### config.mk
export PLATFORM = sky130hd
export DESIGN_NAME = weighted_random_backend_picker
export DESIGN_NICKNAME = d
export VERILOG_FILES = /design/src/hw/rtl/wrbp_pkg.sv /design/src/hw/rtl/weighted_random_backend_picker.sv /design/src/hw/rtl/wrbp_route_table.sv
export VERILOG_INCLUDE_DIRS = /design/src /design/src/hw/rtl
export SDC_FILE = /design/constraint.sdc
export NUM_CORES = 2
export LEC_CHECK = 0
export BUFFER_PORTS_ARGS = -buffer_cell sky130_fd_sc_hd__buf_2
export CORE_ASPECT_RATIO = 1.25
export CORE_MARGIN = 4
export CORE_UTILIZATION = 45
export CTS_CLUSTER_DIAMETER = 30
export CTS_CLUSTER_SIZE = 8
export DETAILED_ROUTE_END_ITERATION = 10
export PLACE_DENSITY_LB_ADDON = 0.1
export REMOVE_ABC_BUFFERS = 1
export SYNTH_ARGS = -nofsm -noshare
export SYNTH_HDL_FRONTEND = slang
export SYNTH_SLANG_ARGS = --single-unit
### constraint.sdc
create_clock -name clk -period 12.25 [get_ports clk]
set_input_delay 1.225 -clock clk [delete_from_list [all_inputs] [get_ports clk]]
set_output_delay 1.225 -clock clk [all_outputs]
set_load 0.03 [all_outputs]
### src/hw/rtl/assert_macros.svh
// Assertion helpers for the picker RTL.
`ifndef ASSERT_MACROS_SVH
`define ASSERT_MACROS_SVH

// Same-cycle implication.
`define ASSERT_IMP(lbl, ck, rn, ante, cons) \
	lbl: assert property (@(posedge ck) disable iff (!rn) (ante) |-> (cons)) \
		else $error("assertion failed");

// Next-cycle implication.
`define ASSERT_NEXT(lbl, ck, rn, ante, cons) \
	lbl: assert property (@(posedge ck) disable iff (!rn) (ante) |=> (cons)) \
		else $error("assertion failed");

`endif

### src/hw/rtl/wrbp_pkg.sv
`timescale 1ns / 1ps
package wrbp_pkg;

	localparam int MAX_BACKENDS_DEF = 16;
	localparam int RATE_BITS_DEF    = 16;

	localparam int OPCODE_W     = 2;
	localparam int NODE_ID_W    = 32;
	localparam int ENTRY_RATE_W = 16;
	localparam int FRAC_W       = 16;
	localparam int MASK_W       = 16;
	localparam int SLOT_W       = 4;
	localparam int TOTAL_W      = 20;
	localparam logic [TOTAL_W-1:0] TOTAL_MAX = {TOTAL_W{1'b1}};

	typedef enum logic [OPCODE_W-1:0] {
		OP_CLEAR  = 2'd0,
		OP_APPEND = 2'd1,
		OP_SELECT = 2'd2,
		OP_NOP    = 2'd3
	} opcode_t;

	typedef struct packed {
		opcode_t                 opcode;
		logic [NODE_ID_W-1:0]    entry_node_id;
		logic [ENTRY_RATE_W-1:0] entry_rate;
		logic [FRAC_W-1:0]       rand_fraction;
		logic [MASK_W-1:0]       available_mask;
	} req_t;

	typedef struct packed {
		logic                 found;
		logic [SLOT_W-1:0]    picked_slot;
		logic [NODE_ID_W-1:0] picked_node_id;
		logic                 overflow;
	} rsp_t;

	// table commands from the sequencer
	typedef struct packed {
		logic clr;
		logic app;
	} tbl_cmd_t;

endpackage

### src/hw/rtl/weighted_random_backend_picker.sv
`timescale 1ns / 1ps
// Weighted random backend picker. Holds a route table of up to MAX_BACKENDS backends
// (node id and rate) with a saturating 20-bit rate total. Each request carries an opcode:
// clear empties the table, append adds one entry (overflow set when full), select does a
// roulette-wheel pick: target = (rand_fraction * total) >> 16, candidate is the first slot
// whose cumulative rate exceeds it; if that slot is not in available_mask a circular scan
// from the slot after it returns the first available one, else found is 0. Exactly one
// response per request. One request is in flight at a time: req_stall is high from
// acceptance until the response is loaded into the output register, which may still be
// waiting on rsp_stall while the next request is taken. Clear, append and no-op pass
// through EXEC to EMIT, where the response is loaded once the output register is free;
// select walks the single-read rate table one slot a cycle for the cumulative sum, then
// one slot a cycle for the fallback scan. The next request can be taken the cycle after
// the response is loaded.
`include "assert_macros.svh"
module weighted_random_backend_picker
	import wrbp_pkg::*;
#(
	parameter int MAX_BACKENDS = MAX_BACKENDS_DEF,
	parameter int RATE_BITS    = RATE_BITS_DEF
) (
	input  logic clk,
	input  logic arst_n,
	input  logic req_valid,
	output logic req_stall,
	input  req_t req,
	output logic rsp_valid,
	input  logic rsp_stall,
	output rsp_t rsp
);

	localparam int IDX_W = $clog2(MAX_BACKENDS);
	localparam int CNT_W = $clog2(MAX_BACKENDS + 1);
	// stored rate width: rate is masked to RATE_BITS, port carries 16 bits
	localparam int RW    = (RATE_BITS < ENTRY_RATE_W) ? RATE_BITS : ENTRY_RATE_W;
	localparam int CUM_W = RW + CNT_W;
	localparam int CMP_W = (CUM_W > TOTAL_W) ? CUM_W : TOTAL_W;
	localparam int PROD_W = FRAC_W + TOTAL_W;
	localparam logic [CNT_W-1:0] MAX_CNT = CNT_W'(MAX_BACKENDS);

	typedef enum logic [2:0] {
		ST_IDLE,
		ST_EXEC,
		ST_SCAN,
		ST_CHECK,
		ST_FALL,
		ST_PICK,
		ST_EMIT
	} state_t;

	state_t               state_q;
	req_t                 req_q;
	rsp_t                 rsp_q;
	logic                 rsp_valid_q;
	logic [IDX_W-1:0]     idx_q;     // slot whose rate sits in the read register
	logic [CUM_W-1:0]     cum_q;
	logic [TOTAL_W-1:0]   sel_q;
	logic [CNT_W-1:0]     cand_q;    // == count when no slot qualified
	logic [CNT_W-1:0]     pos_q;     // fallback position
	logic [CNT_W-1:0]     left_q;    // fallback slots still to visit
	logic [IDX_W-1:0]     pick_q;
	logic                 found_q;
	logic                 ovf_q;

	tbl_cmd_t             tbl_cmd;
	logic [IDX_W-1:0]     rate_addr;
	logic [RW-1:0]        rate_rd;
	logic [NODE_ID_W-1:0] node_rd;
	logic [CNT_W-1:0]     tbl_cnt;
	logic [TOTAL_W-1:0]   tbl_total;
	logic                 tbl_full;

	logic [PROD_W-1:0]    prod;
	logic [CUM_W-1:0]     cum_sum;
	logic                 hit;
	logic                 last_slot;
	logic                 cand_avail;
	logic                 pos_avail;
	logic                 pick_avail;
	logic [CNT_W:0]       start_a;
	logic [CNT_W:0]       start_b;
	logic [CNT_W-1:0]     start_pos;
	logic                 out_free;

	function automatic logic slot_avail(input logic [CNT_W-1:0] s,
	                                    input logic [MASK_W-1:0] m);
		logic [31:0] sw;
		sw = 32'(s);
		// slots beyond the mask width are never available
		return (sw < 32'(MASK_W)) && m[sw[SLOT_W-1:0]];
	endfunction

	wrbp_route_table #(
		.MAX_BACKENDS (MAX_BACKENDS),
		.RATE_W       (RW)
	) u_table (
		.clk       (clk),
		.arst_n    (arst_n),
		.cmd       (tbl_cmd),
		.app_node  (req_q.entry_node_id),
		.app_rate  (req_q.entry_rate[RW-1:0]),
		.rate_addr (rate_addr),
		.rate_rd   (rate_rd),
		.node_addr (pick_q),
		.node_rd   (node_rd),
		.cnt       (tbl_cnt),
		.total     (tbl_total),
		.full      (tbl_full)
	);

	always_comb begin
		tbl_cmd.clr = (state_q == ST_EXEC) && (req_q.opcode == OP_CLEAR);
		tbl_cmd.app = (state_q == ST_EXEC) && (req_q.opcode == OP_APPEND);
	end

	// prefetch: next slot while scanning, slot zero before
	assign rate_addr = (state_q == ST_SCAN) ? idx_q + IDX_W'(1) : idx_q;

	assign prod      = PROD_W'(req_q.rand_fraction) * PROD_W'(tbl_total);
	assign cum_sum   = cum_q + CUM_W'(rate_rd);
	assign hit       = CMP_W'(cum_sum) > CMP_W'(sel_q);
	assign last_slot = (CNT_W'(idx_q) == tbl_cnt - CNT_W'(1));

	assign cand_avail = (cand_q < tbl_cnt) && slot_avail(cand_q, req_q.available_mask);
	assign pos_avail  = slot_avail(pos_q, req_q.available_mask);
	assign pick_avail = slot_avail(CNT_W'(pick_q), req_q.available_mask);

	// fallback start = (cand + 1) mod count, cand <= count
	always_comb begin
		start_a = (CNT_W + 1)'(cand_q) + (CNT_W + 1)'(1);
		start_b = (start_a >= (CNT_W + 1)'(tbl_cnt)) ? start_a - (CNT_W + 1)'(tbl_cnt)
		                                              : start_a;
		// single-entry table wraps to slot zero
		start_pos = (start_b >= (CNT_W + 1)'(tbl_cnt)) ? '0 : start_b[CNT_W-1:0];
	end

	assign out_free = !rsp_valid_q || !rsp_stall;

	always_ff @(posedge clk or negedge arst_n) begin
		if (!arst_n) begin
			state_q     <= ST_IDLE;
			req_q       <= '0;
			rsp_q       <= '0;
			rsp_valid_q <= 1'b0;
			idx_q       <= '0;
			cum_q       <= '0;
			sel_q       <= '0;
			cand_q      <= '0;
			pos_q       <= '0;
			left_q      <= '0;
			pick_q      <= '0;
			found_q     <= 1'b0;
			ovf_q       <= 1'b0;
		end else begin
			// response taken; in EMIT the load below decides the flag
			if (rsp_valid_q && !rsp_stall && state_q != ST_EMIT) begin
				rsp_valid_q <= 1'b0;
			end
			unique case (state_q)
				ST_IDLE: begin
					if (req_valid) begin
						req_q   <= req;
						idx_q   <= '0;
						cum_q   <= '0;
						found_q <= 1'b0;
						ovf_q   <= 1'b0;
						state_q <= ST_EXEC;
					end
				end
				ST_EXEC: begin
					unique case (req_q.opcode) inside
						OP_APPEND: begin
							ovf_q   <= tbl_full;
							state_q <= ST_EMIT;
						end
						OP_SELECT: begin
							sel_q   <= prod[FRAC_W +: TOTAL_W];
							state_q <= (tbl_cnt == '0) ? ST_EMIT : ST_SCAN;
						end
						OP_CLEAR, OP_NOP: begin
							state_q <= ST_EMIT;
						end
						default: begin
							state_q <= ST_EMIT;
						end
					endcase
				end
				ST_SCAN: begin
					if (hit) begin
						cand_q  <= CNT_W'(idx_q);
						state_q <= ST_CHECK;
					end else if (last_slot) begin
						cand_q  <= tbl_cnt;
						state_q <= ST_CHECK;
					end else begin
						idx_q <= idx_q + IDX_W'(1);
						cum_q <= cum_sum;
					end
				end
				ST_CHECK: begin
					if (cand_avail) begin
						pick_q  <= cand_q[IDX_W-1:0];
						found_q <= 1'b1;
						state_q <= ST_PICK;
					end else begin
						pos_q   <= start_pos;
						left_q  <= tbl_cnt;
						state_q <= ST_FALL;
					end
				end
				ST_FALL: begin
					if (pos_avail) begin
						pick_q  <= pos_q[IDX_W-1:0];
						found_q <= 1'b1;
						state_q <= ST_PICK;
					end else if (left_q == CNT_W'(1)) begin
						state_q <= ST_EMIT;
					end else begin
						left_q <= left_q - CNT_W'(1);
						pos_q  <= (pos_q == tbl_cnt - CNT_W'(1)) ? '0 : pos_q + CNT_W'(1);
					end
				end
				ST_PICK: begin
					// node table read lands this edge
					state_q <= ST_EMIT;
				end
				ST_EMIT: begin
					if (out_free) begin
						rsp_q.found          <= found_q;
						rsp_q.picked_slot    <= found_q ? SLOT_W'(pick_q) : '0;
						rsp_q.picked_node_id <= found_q ? node_rd : '0;
						rsp_q.overflow       <= ovf_q;
						rsp_valid_q          <= 1'b1;
						state_q              <= ST_IDLE;
					end
				end
				default: begin
					state_q <= ST_IDLE;
				end
			endcase
		end
	end

	assign req_stall = (state_q != ST_IDLE);
	assign rsp_valid = rsp_valid_q;
	assign rsp       = rsp_q;

	`ASSERT_IMP(a_cnt_bound, clk, arst_n, 1'b1, tbl_cnt <= MAX_CNT)
	`ASSERT_IMP(a_scan_in_table, clk, arst_n, state_q == ST_SCAN, CNT_W'(idx_q) < tbl_cnt)
	`ASSERT_IMP(a_fall_in_table, clk, arst_n, state_q == ST_FALL, pos_q < tbl_cnt)
	`ASSERT_IMP(a_pick_avail, clk, arst_n, state_q == ST_PICK, found_q && pick_avail)
	`ASSERT_IMP(a_rsp_excl, clk, arst_n, rsp_valid_q, !(rsp_q.found && rsp_q.overflow))

endmodule

### src/hw/rtl/wrbp_route_table.sv
`timescale 1ns / 1ps
module wrbp_route_table
	import wrbp_pkg::*;
#(
	parameter int MAX_BACKENDS = MAX_BACKENDS_DEF,
	parameter int RATE_W       = ENTRY_RATE_W,
	localparam int IDX_W       = $clog2(MAX_BACKENDS),
	localparam int CNT_W       = $clog2(MAX_BACKENDS + 1)
) (
	input  logic                 clk,
	input  logic                 arst_n,
	input  tbl_cmd_t             cmd,
	input  logic [NODE_ID_W-1:0] app_node,
	input  logic [RATE_W-1:0]    app_rate,
	input  logic [IDX_W-1:0]     rate_addr,
	output logic [RATE_W-1:0]    rate_rd,
	input  logic [IDX_W-1:0]     node_addr,
	output logic [NODE_ID_W-1:0] node_rd,
	output logic [CNT_W-1:0]     cnt,
	output logic [TOTAL_W-1:0]   total,
	output logic                 full
);

	localparam logic [CNT_W-1:0] MAX_CNT = CNT_W'(MAX_BACKENDS);

	logic [NODE_ID_W-1:0] node_mem [MAX_BACKENDS];
	logic [RATE_W-1:0]    rate_mem [MAX_BACKENDS];
	logic [NODE_ID_W-1:0] node_rd_q;
	logic [RATE_W-1:0]    rate_rd_q;
	logic [CNT_W-1:0]     cnt_q;
	logic [TOTAL_W-1:0]   total_q;
	logic [TOTAL_W:0]     total_sum;

	assign full      = (cnt_q == MAX_CNT);
	assign total_sum = {1'b0, total_q} + (TOTAL_W + 1)'(app_rate);

	always_ff @(posedge clk or negedge arst_n) begin
		if (!arst_n) begin
			cnt_q   <= '0;
			total_q <= '0;
		end else if (cmd.clr) begin
			cnt_q   <= '0;
			total_q <= '0;
		end else if (cmd.app && !full) begin
			cnt_q   <= cnt_q + CNT_W'(1);
			// saturating running total
			total_q <= total_sum[TOTAL_W] ? TOTAL_MAX : total_sum[TOTAL_W-1:0];
		end
	end

	always_ff @(posedge clk) begin
		if (cmd.app && !full) begin
			node_mem[cnt_q[IDX_W-1:0]] <= app_node;
			rate_mem[cnt_q[IDX_W-1:0]] <= app_rate;
		end
		rate_rd_q <= rate_mem[rate_addr];
		node_rd_q <= node_mem[node_addr];
	end

	assign rate_rd = rate_rd_q;
	assign node_rd = node_rd_q;
	assign cnt     = cnt_q;
	assign total   = total_q;

endmodule

# After elaboration in Yosys (flattened, before gate mapping)
# Memories as Yosys holds them, arrays and structs flattened. A register that Yosys moved wholly into a read port is not among the register bits.
# Index checks and enable logic that the tools add are counted.
# classes
order_cmp,8
mux,57
multipliers,1
eq_ne,25
reduce_logical,32
add_sub_neg,9
# ops
cell,count
21-bit two-way mux,3
20-bit two-way mux,3
5-bit two-way mux,12
21-bit one-hot mux with 2 select lines,1
16-bit by 20-bit multiplier with 36-bit output,1
32-bit two-way mux,1
4-bit two-way mux,7
3-bit two-way mux,8
20-bit by 16-bit adder with 21-bit output,1
21-bit by 16-bit adder with 21-bit output,1
21-bit by 20-bit greater-than comparator with 1-bit output,1
3-bit one-hot mux with 7 select lines,1
5-bit one-hot mux with 2 select lines,2
2-bit != test (second input constant),9
4-bit one-hot mux with 2 select lines,2
4-bit AND reduction,4
6-bit by 5-bit greater-or-equal comparator with 1-bit output,2
1-bit two-way mux,12
5-bit by 1-bit adder with 5-bit output (second input constant),2
4-bit by 5-bit < comparator with 1-bit output (second input constant),2
5-bit < comparator (second input constant),2
2-bit nonzero test,5
5-bit by 1-bit subtractor with 5-bit output (second input constant),2
3-bit equality test (second input constant),3
27 further kinds,45
# word_totals
reg_bits,215
memories,2
word_cells,156
in_bits,86
out_inout_bits,40
ram_bits,768
# memory_table
memory,depth,width,read_ports,rd_ports_with_merged_regs,write_ports,line_no,text
u_table.node_mem,16,32,1,1,1,wrbp_route_table.sv:26,logic [NODE_ID_W-1:0] node_mem [MAX_BACKENDS];
u_table.rate_mem,16,16,1,1,1,wrbp_route_table.sv:27,logic [RATE_W-1:0] rate_mem [MAX_BACKENDS];

# Depth between registers and ports, before layout
# depth
word_depth,7
ltp_mapped,24
mapped_depth_nobuf,23

# By module
# From an unflattened synthesis, not the netlist that was laid out.
# hier_totals
cells_unflattened,3432
area_unflattened_um2,52312.7
# modules_own_cells
mod,area_per_inst_um2,cells_each,seq_area_each_um2,instances
wrbp_route_table,32318.5,1345,24648.6,1
weighted_random_backend_picker,19994.2,2087,4754.6,1

# Worst setup path after synthesis
# Ideal clock, no wire load.
# synth_timing
kind,flip-flop to flip-flop
from,reg u_table.total_q[17] (netlist: u_table.total[17])
to,reg sel_q[19]
slack_ps,6190
path_buffers,2
setup_time_ps,123
t_required_ps,12127
period_less_slack_ps,6060
path_stages_with_launch,22
arrival_ps,5936
cell_sequence,dfrtp_1 clkbuf_1 clkbuf_1 nand2_1 fa_1 fa_1 inv_1 fa_1 fa_1 fa_1 inv_1 fa_1 inv_1 ha_1 and3_1 nand3_1 o31a_1 o21ai_2 a41oi_1 o221ai_2 mux2i_1 nand2_1
# synth_between
elab_chain_len,1
# synth_rtl
item,line_no,text
start: declaration,wrbp_route_table.sv:31,logic [TOTAL_W-1:0] total_q;
start signal: assignment,wrbp_route_table.sv:47,total_q <= total_sum[TOTAL_W] ? TOTAL_MAX : total_sum[TOTAL_W-1:0];
16-bit by 20-bit multiplier with 36-bit output,weighted_random_backend_picker.sv:119,assign prod = PROD_W'(req_q.rand_fraction) * PROD_W'(tbl_total);
end signal: assignment,weighted_random_backend_picker.sv:177,sel_q <= prod[FRAC_W +: TOTAL_W];
end: declaration,weighted_random_backend_picker.sv:57,logic [TOTAL_W-1:0] sel_q;
# No other way between the ends.
# A chain may end at the register's enable or synchronous reset.

# Final worst setup path
# layout_timing
from,reg req_q[23] in the netlist's numbering
to,reg sel_q[16]
# layout_between
elab_chain_len,1
# layout_rtl
item,line_no,text
start: declaration,weighted_random_backend_picker.sv:52,req_t req_q;
start signal: assignment,weighted_random_backend_picker.sv:162,req_q <= req;
16-bit by 20-bit multiplier with 36-bit output,weighted_random_backend_picker.sv:119,
# No other way between the ends.

==> flow_summary.yaml <==
logic_synthesis:
  synthFlopType: "edfxtp_1"
  synth-seq-cells: 1031
  ys_seq_area_share_pct: 57.4
  async_flop_share_pct: 20.9
  synth_enable_flop_cells: 768
  post_synth.cell_area_avg_um2: 14.5
  syn_area_um2: 51200
  yosys_warnings: 0
  ys_types: 68
  synthCells: 3533
timing:
  rsz0062_at_grt: "no"
  finalCritPeriodShare_pct: 56.5
  slew_headroom_pct: 6.27
  tns_ps: 0
  fin_crit_ps: 6920
  hold_viol_final: 0
  setup_violations: 0
  worst_pin_slew_ps: 1400
  fin_worst_skew_ps: 50.8
  slew_viol_final: 0
  clock.fmax_ghz: 0.145
floorplanning:
  row_count: 138
  io_pins: 126
  die_area_um2: 119000
  die_w_um: 310
  core_area_um2: 113000
  initial_core_util_pct: 45.3
  die_y_um: 385
setup_path:
  critPathArrivalTime_ps: 7530
  path_class: "flip-flop to flip-flop"
  critPathMaxStageDelay_ps: 820
  path_common_cell: "fa_1"
  cp_slowest_cell: "dfrtp_1"
  crit_fanout: 21
  cp-end-kind: "flip-flop"
  path_cells: "nand2_1 -> fa_1 -> inv_1 -> fa_1 -> inv_1 -> fa_1 -> inv_1 -> fa_1 -> fa_1 -> inv_1 -> fa_1 -> inv_1 -> ha_1 -> a211oi_1 -> o31a_1 -> o21a_1 -> o31a_1 -> o21ai_2 -> a41oi_1 -> o21ai_0 -> xnor2_1 -> o21ai_0"
  cp-start-kind: "flip-flop"
  crit_required_ps: 12860
drt:
  wl_per_cell_um: 23.7
  drtAntennaViolNets: 0
  drc: 0
  via_count: 29600
  avgViaCountPerCell: 5.51
  totalWireLength_um: 127000
  drtPass1Iterations: 5
  dr.first_iter.drc_count: 1961
cells_and_area:
  num_antenna_cells: 0
  syn_to_final_growth_pct: 17.7
  layout-drive-gt1-share_pct: 19.7
  fin_util_pct: 53.3
  final_common_cell: "edfxtp_1"
  layout_common_cells: "edfxtp_1 (768), nand2_1 (561), inv_1 (324)"
  layout.filler_cells: 9259
  nets: 4242
global_route:
  antenna_found_initial: 1
  grt_usage_pct: 22.0
  grt_pass1_wl_um: 197000
  grt_pass1_vias: 32500
  grt_max_degree: 103
  overflow: 0
run_status:
  outcome: "completed"
clock_network:
  cts_resized: 0
  clk_pin_slew_ps: 50
  clockBufferDepth: 3
  clk_latency_ps: 800
  root_buffer: "clkbuf_16"
  tritoncts: "yes"
  post_cts_buffers: 0
  cts_made_buffers: 196
  holdBufCountCts: 0
  cts_max_level: 4
  cts.sinks: 1031
placed_design:
  hpwl_um: 75400
  portBuffers: 125
  place.gp.congestion: 0.825
job:
  maxCapViolCount: 0
power_and_ir_drop:
  p_leak_nw: 23.6
  p_per_area_nw_per_um2: 297
  ir_worst_vdd_mv: 0.470
worst_hold_path:
  worst_hold_path_type: "input port to async pin"
## final timing paths
| kind | from | to | slack, ps | cells past startpoint |
|---|---|---|---|---|
| worst max-delay path | req_q[23]$_DFFE_PN0P_ | sel_q[16]$_DFFE_PN0P_ | 5330 | 22 |
| worst min-delay path | arst_n | req_q[65]$_DFFE_PN0P_ | 440 | 1 |
| worst max register to register | req_q[23]$_DFFE_PN0P_ | sel_q[16]$_DFFE_PN0P_ | 5330 | 22 |
| worst min register to register | u_table.node_rd[16]$_DFF_P_ | rsp[17]$_DFFE_PN0P_ | 450 | 2 |
| max in group asynchronous | arst_n | req_q[34]$_DFFE_PN0P_ | 10450 | 2 |
| min in group clk | u_table.node_rd[16]$_DFF_P_ | rsp[17]$_DFFE_PN0P_ | 450 | 2 |
## cells by family (layout without fill, tap and decap cells)
group | after synthesis | in the layout | share of synthesized area (%)
flops | 1031 | 1031 | 57.4
simple gates | 895 | 895 | 7.82
buf+inv | 500 | 864 | 3.75
fa+ha+maj | 434 | 434 | 14.3
compound gates | 340 | 340 | 4.28
mux | 262 | 262 | 11.2
xor+xnor | 71 | 71 | 1.23
## flip-flops by register name (all words and copies together), names as in the netlist
name	count
left_q	5
rsp_valid	1
pick_q	4
u_table.cnt	5
cand_q	5
u_table.total	20
rsp	38
u_table.node_rd	32
found_q	1
req_q	82
ovf_q	1
pos_q	5
cum_q	21
idx_q	4
u_table.node_mem	512
sel_q	20
state_q	3
u_table.rate_rd	16
u_table.rate_mem	256
## cell usage after synthesis (all sizes together), types with 26 or more instances
master	n	area [um2]
dfrtp	215	5380
mux4	249	5610
nor2	63	236
and2	155	972
inv	324	1220
a22o	26	228
a21o	26	195
ha	182	2280
fa	252	5040
edfxtp	768	23100
xnor2	42	368
buf	35	175
a21oi	66	334
o21ai	109	553
xor2	29	262
clkbuf	141	529
nand2	561	2110
dfxtp	48	961
## through the flow
stage                     std cells  area, um2  power, W  hold WS, ps  setup WS (ps)
after floorplan                3357      50500    0.0105          427           6050
after global placement         4994      53500    0.0124          441           5550
after detailed placement       4994      53500    0.0126          445           5300
after CTS                      5367      60300    0.0181          409           5280
after global routing           5367      60300    0.0193          438           4810
final                          5367      60300    0.0179          443           5330
## metal layers
metal	track usage (%)	wire length (um)
met5	0	0
met4	6.73	3220
met3	3.80	5680
met2	38.6	65800
met1	28.1	52400
## where the power goes
| part | switching (W) | internal (W) | total [W] |
|---|---|---|---|
| combinational | 0.00413 | 0.00305 | 0.00718 |
| sequential | 0.000864 | 0.00449 | 0.00536 |
| clock | 0.00180 | 0.00358 | 0.00538 |
| total | 0.00679 | 0.0111 | 0.0179 |
## area by class of cell
class	instances	area, um2	area share (%)
clock buffer	284	5460	9.05
clock inverter	89	1340	2.21
inverter	324	1220	2.02
multi-input combinational	2002	20100	33.3
sequential	1031	29400	48.8
tap	1470	1840	3.05
timing repair buffer	167	963	1.60
## worst max-delay path, delay by kind of cell, from the launching register on
| kind | cells | cell delay [ps] |
|---|---|---|
| compound gates | 8 | 2050 |
| buf+inv | 5 | 250 |
| simple gates | 1 | 170 |
| flops | 1 | 820 |
| fa+ha+maj | 7 | 3270 |
| xor+xnor | 1 | 180 |
Note: power is estimated with default switching activity, not from simulation.
